`src/rtl/imh_pkg.sv`:
```
// Shared constants, codes, field offsets and control structs for the indexed max-heap.
// Used by imh_vbits, the core and the checker; depends on nothing.
`default_nettype none

package imh_pkg;

    localparam int NUM_VARS  = 128;
    localparam int KEY_WIDTH = 32;

    localparam int VAR_W  = 7;
    localparam int SLOT_W = $clog2(NUM_VARS);
    localparam int CNT_W  = $clog2(NUM_VARS + 1);
    localparam int OP_W   = 2;
    localparam int STS_W  = 2;

    localparam logic [OP_W-1:0] OP_INSERT = 2'd0;
    localparam logic [OP_W-1:0] OP_UPDATE = 2'd1;
    localparam logic [OP_W-1:0] OP_POP    = 2'd2;
    localparam logic [OP_W-1:0] OP_QUERY  = 2'd3;

    localparam logic [STS_W-1:0] STS_OK      = 2'd0;
    localparam logic [STS_W-1:0] STS_EMPTY   = 2'd1;
    localparam logic [STS_W-1:0] STS_PRESENT = 2'd2;

    localparam int IN_OP_LSB   = 0;
    localparam int IN_VAR_LSB  = OP_W;
    localparam int IN_KEY_LSB  = OP_W + VAR_W;
    localparam int IN_W        = OP_W + VAR_W + KEY_WIDTH;
    localparam int IN_TDATA_W  = ((IN_W + 7) / 8) * 8;

    localparam int OUT_POP_LSB = 0;
    localparam int OUT_STS_LSB = VAR_W;
    localparam int OUT_MEM_BIT = VAR_W + STS_W;
    localparam int OUT_EMP_BIT = VAR_W + STS_W + 1;
    localparam int OUT_CNT_LSB = VAR_W + STS_W + 2;
    localparam int OUT_W       = VAR_W + STS_W + 2 + CNT_W;
    localparam int OUT_TDATA_W = ((OUT_W + 7) / 8) * 8;

    typedef struct packed {
        logic             key_set;
        logic             pos_set;
        logic             pos_clr;
        logic [VAR_W-1:0] set_idx;
        logic [VAR_W-1:0] clr_idx;
    } t_vb_cmd;

    typedef struct packed {
        logic [VAR_W-1:0] key_idx;
        logic [VAR_W-1:0] pos_idx;
    } t_vb_qry;

    typedef struct packed {
        logic key_vld;
        logic pos_vld;
    } t_vb_rsp;

endpackage

`default_nettype wire

```
`src/rtl/imh_vbits.sv`:
```
// Per-variable valid flags: key written and variable present in the heap.
// Depends on imh_pkg for widths and the command, query and response structs.
`default_nettype none

module imh_vbits (
    input  wire              i_clk,
    input  wire              i_rst_n,
    input  imh_pkg::t_vb_cmd i_cmd,
    input  imh_pkg::t_vb_qry i_qry,
    output imh_pkg::t_vb_rsp o_rsp
);

    logic [imh_pkg::NUM_VARS-1:0] r_key_vld;
    logic [imh_pkg::NUM_VARS-1:0] r_pos_vld;

    always_ff @(posedge i_clk) begin
        if (!i_rst_n) begin
            r_key_vld <= '0;
            r_pos_vld <= '0;
        end else begin
            if (i_cmd.key_set) begin
                r_key_vld[imh_pkg::SLOT_W'(i_cmd.set_idx)] <= 1'b1;
            end
            if (i_cmd.pos_set) begin
                r_pos_vld[imh_pkg::SLOT_W'(i_cmd.set_idx)] <= 1'b1;
            end
            if (i_cmd.pos_clr) begin
                r_pos_vld[imh_pkg::SLOT_W'(i_cmd.clr_idx)] <= 1'b0;
            end
        end
    end

    assign o_rsp.key_vld = r_key_vld[imh_pkg::SLOT_W'(i_qry.key_idx)];
    assign o_rsp.pos_vld = r_pos_vld[imh_pkg::SLOT_W'(i_qry.pos_idx)];

endmodule

`default_nettype wire

```
`config.mk`:
```
export PLATFORM = sky130hd
export DESIGN_NAME = imh_vbits
export DESIGN_NICKNAME = d
export VERILOG_FILES = /design/src/rtl/imh_pkg.sv /design/src/rtl/imh_vbits.sv
export SDC_FILE = /design/constraint.sdc
export NUM_CORES = 1
export LEC_CHECK = 0
export BUFFER_PORTS_ARGS = -buffer_cell sky130_fd_sc_hd__buf_2
export CAP_MARGIN = 20
export CORE_ASPECT_RATIO = 0.5
export CORE_UTILIZATION = 67
export DETAILED_ROUTE_END_ITERATION = 6
export PLACE_DENSITY_LB_ADDON = 0.12
export SLEW_MARGIN = 20
export SYNTH_ARGS = -nofsm -noshare
export SYNTH_HDL_FRONTEND = slang
export SYNTH_SLANG_ARGS = --single-unit
```
`constraint.sdc`:
```
create_clock -name i_clk -period 3.2 [get_ports i_clk]
set_clock_uncertainty 0.2 [all_clocks]
set_input_delay 0.16 -clock i_clk [delete_from_list [all_inputs] [get_ports i_clk]]
set_output_delay 0.16 -clock i_clk [all_outputs]
set_load 0.05 [all_outputs]
```
## Word level (Yosys, flattened, before mapping)

Cells that the tools add are included.

- Add/sub/neg operators: 0
- Multipliers: 0
- Div/mod/pow operators: 0
- Magnitude comparators: 6
- Equal/unequal tests: 0
- Shifts and indexed selects: 0
- Muxes and demuxes: 11
- Bitwise operators: 4
- Reduce and logical (&&, ||, !) cells: 2

Operator list:

| kind | number |
|---|---|
| two-way mux 128 bit | 3 |
| bitwise OR 128 bit | 2 |
| AND 128 bit | 1 |
| NOT 128 bit | 1 |
| less-than comparator 7 x 8 -> 1 bit (second input constant) | 4 |
| binary-select mux 1 bit (select 7 bit) | 2 |
| demux 1 bit (select 7 bit) | 2 |
| greater-or-equal comparator 7 x 1 -> 1 bit (second input constant) | 2 |
| two-way mux 1 bit | 4 |
| logical AND 1 bit | 2 |

- Register bits after elaboration: 256
- Latch bits: 0
- Memory bits (writable): 0
- Bits in read-only memories: 0
- Output and inout bits: 2
- Logic and storage cells: 25
- Memories kept: 0

## Logic depth before layout (Yosys ltp)

- Word-level depth: 9
- Depth in mapped cells: 8

## Least setup slack after synthesis

No wires, ideal clock.

- Kind: input to output
- From: in i_qry[1] (netlist name)
- To: out o_rsp[0] (netlist name)
- Arrival time: 1.996 ns
- Data required time: 2.840 ns
- Slack: 0.844 ns
- Stages on the path: 6
- Cells stage by stage: buf_6 > mux4_2 > mux4_2 > and3b_1 > a31oi_1 > nand4_1

RTL lines:

| what | RTL line | RTL |
|---|---|---|
| from (decl) | imh_vbits.sv:9 | `input imh_pkg::t_vb_qry i_qry,` |
| to (decl) | imh_vbits.sv:10 | `output imh_pkg::t_vb_rsp o_rsp` |

==> impl_metrics.toml <==
[global_route]
first_global_vias = 9175
grt_max_degree = 102
grtUsageTotal_pct = 37.2
antenna_found_initial = 0
overflow = 0
grt_first_pass_wirelength_um = 49300

[setup_path]
crit_path_top_delay_cell = "mux4_1"
cp-end-kind = "output port"
critPathKind = "reg2out"
worstPathCellList = "mux4_1 > mux4_2 > and3b_1 > a31oi_1 > nand4_1 > buf_2"
worstPathArrival_ns = 2.65
critPathLaunchType = "register"
worstPathRequired_ns = 2.84
reg2reg_from = "r_key_vld[85]$_SDFFE_PN0P_"
critical_path_buf_inv_count = 1
max_stage_delay_ns = 0.53
critPathMaxFanout = 2
cp-startpoint = "r_pos_vld[4]$_SDFF_PN0_"
cp_top_family = "multiplexers"

[drt]
route.vias.total = 9598
final_antenna_net_count = 0
wirelength_um = 31100
drt-pass1-iter-count = 6
avgViaCountPerCell = 6.58
drc = 0
drt_iter0_drc = 1024
wl_per_cell_um = 21.3

[min_path]
hold_path.class = "in2reg"
hp-start = "i_cmd[3]"

[logic_synthesis]
synth.distinct_cells = 35
yosysSeqAreaShare_pct = 45.9
syn_nets = 1248
synth_top_area_share_pct = 45.9
netlist_instances = 1215
synth.largest_area_cell = "dfxtp_1"
ys_ff_latch = 256
syn_avg_cell_area_um2 = 9.20
synth_warnings = 0
synth_area_leaders = "dfxtp_1 (46%), mux4_2 (12%), a21oi_1 (12%)"
netlist_area_mm2 = 0.0112

[die]
die_w_um = 185
core_area_mm2 = 0.0159
pin_count = 35
die-area_mm2 = 0.0172
rows = 32
start_util_pct = 70.5
fp.dieH_um = 93.3

[clocking]
cts_num_sinks = 256
cts_setup_buffers = 0
cts.clk_slew.worst_paths_ns = 0.07
postCtsHoldBufs = 0
cts_tree = "yes"
clockRootBuffer = "clkbuf_16"
cts_made_buffers = 22
clock_latency_ns = 0.50
h-tree-depth = 1
clockBufferDepth = 3
post_cts_resized = 0

[sta]
min_period_over_period_pct = 94.0
tns_ns = 0
timing.final.crit_period_ns = 3.01
worst_slew_pin_slew_ns = 0.939
holdWs_ns = 0.0271
setup_violations = 0
max_slew_margin_pct = 37.2
fmax_mhz = 333
slew_violations = 0
hold_viol_final = 0
grt_setup_unrepaired = "false"

[outcome]
outcome = "completed"

[finish]
final_cell_mix = "a21oi_1 (257), dfxtp_1 (256), nor2_1 (162), nor2b_1 (140), o21ai_0 (128)"
seqCellArea_mm2 = 0.00512
areaGrowthSynthToFinish_pct = 10.4
nets = 1255
fin_util_pct = 77.8
stdcell_count = 1459
drive_gt1_share_pct = 14.5
multi_input_area_mm2 = 0.00571
n_antenna_cell = 0
final.fill_count = 1084
final_common_cell = "a21oi_1"

[placed_design]
gp_congestion = 0.819
dpl.cell_count = 1419
io_buffers = 34
dpl.hpwl_um = 18500

[power_and_ir_drop]
power_density_mw_per_mm2 = 516
vdd_drop_max_mv = 0.466
cellLeakagePower_nw = 4.21

[run]
maxCapViolCount = 0
==> final timing paths <==
path,end,slack [ns],cells past startpoint
hold reg to reg,r_pos_vld[63]$_SDFF_PN0_,0.28,2
hold / removal,r_pos_vld[90]$_SDFF_PN0_,0.03,4
setup reg to reg,r_key_vld[85]$_SDFFE_PN0P_,2.33,2
setup / recovery,o_rsp[0],0.19,6
==> cell type report <==
class | count | share of cell area [%]
multi-input cells | 868 | 46.2
flip-flops and latches | 256 | 41.5
inverters | 1 | 0.0304
well taps | 221 | 2.24
clock inverters | 7 | 0.507
repair buffers | 73 | 4.08
clock buffers | 33 | 5.37
==> power by group <==
| group | total (W) | switching (W) | internal, W | leakage, nW |
|---|---|---|---|---|
| clock network | 0.00269 | 0.00118 | 0.00152 | 0.359 |
| logic | 0.000465 | 0.000309 | 0.000156 | 1.79 |
| registers | 0.00320 | 0.00000716 | 0.00320 | 2.06 |
==> worst reg2reg max path: cells and delay by family (launching register included) <==
kind	cells	cell delay [ns]
AOI/OAI and AO/OA	1	0.17
and+or+nand+nor	1	0.07
DFF	1	0.32
==> cell usage after synthesis <==
cell       number
nand3_1        17
a211o_1         1
mux2i_1        17
nor2_1        162
inv_1           1
buf_1           1
o211ai_1        1
dfxtp_1       256
a221oi_1        2
a32oi_1         1
nand4_1         5
nand4b_1        4
buf_6           1
buf_4           5
nor2b_1       140
a2111oi_0       2
nor3_2          2
a21oi_1       257
nor3_1          8
buf_2          10
and3b_1         3
nor4_2          1
or3b_2          2
a31oi_1         2
mux4_2         61
o21ai_0       128
o22ai_1         2
nand3b_1        4
nor4_1          6
mux4_1          5
nand2_1        24
a22oi_1         1
clkbuf_1       73
nand2b_1        8
nor3b_1         2
==> state kept, by name (all words and copies together) (netlist names) <==
name,flops
r_key_vld,128
r_pos_vld,128
==> metrics by stage <==
stage,instance area [µm²],total power (W),worst slack (ns)
global placement,11600,0.00372,0.449
CTS,12300,0.00635,0.231
finish,12300,0.00636,0.193
floorplan,11200,0.00358,0.844
global route,12300,0.00653,0.101
detailed placement,11600,0.00373,0.445
==> logic make-up after synthesis <==
group / count (synthesis) / synth area share [%]
flops: 256 / 45.9
buf+inv: 91 / 3.40
mux: 83 / 15.0
compound gates: 397 / 18.1
simple gates: 388 / 17.7
==> routing by layer <==
metal  track usage, %  share of wire, %  vias up  routed length [µm]
met5                0                 0        -                   0
li1                 -                 -     4329                   -
met2             60.5                45      575               14100
met4             13.7               3.0        0                 943
met3             6.81                11       98                3450
met1             50.2                41     4596               12600
Note: power is estimated with default switching activity, not from simulation.
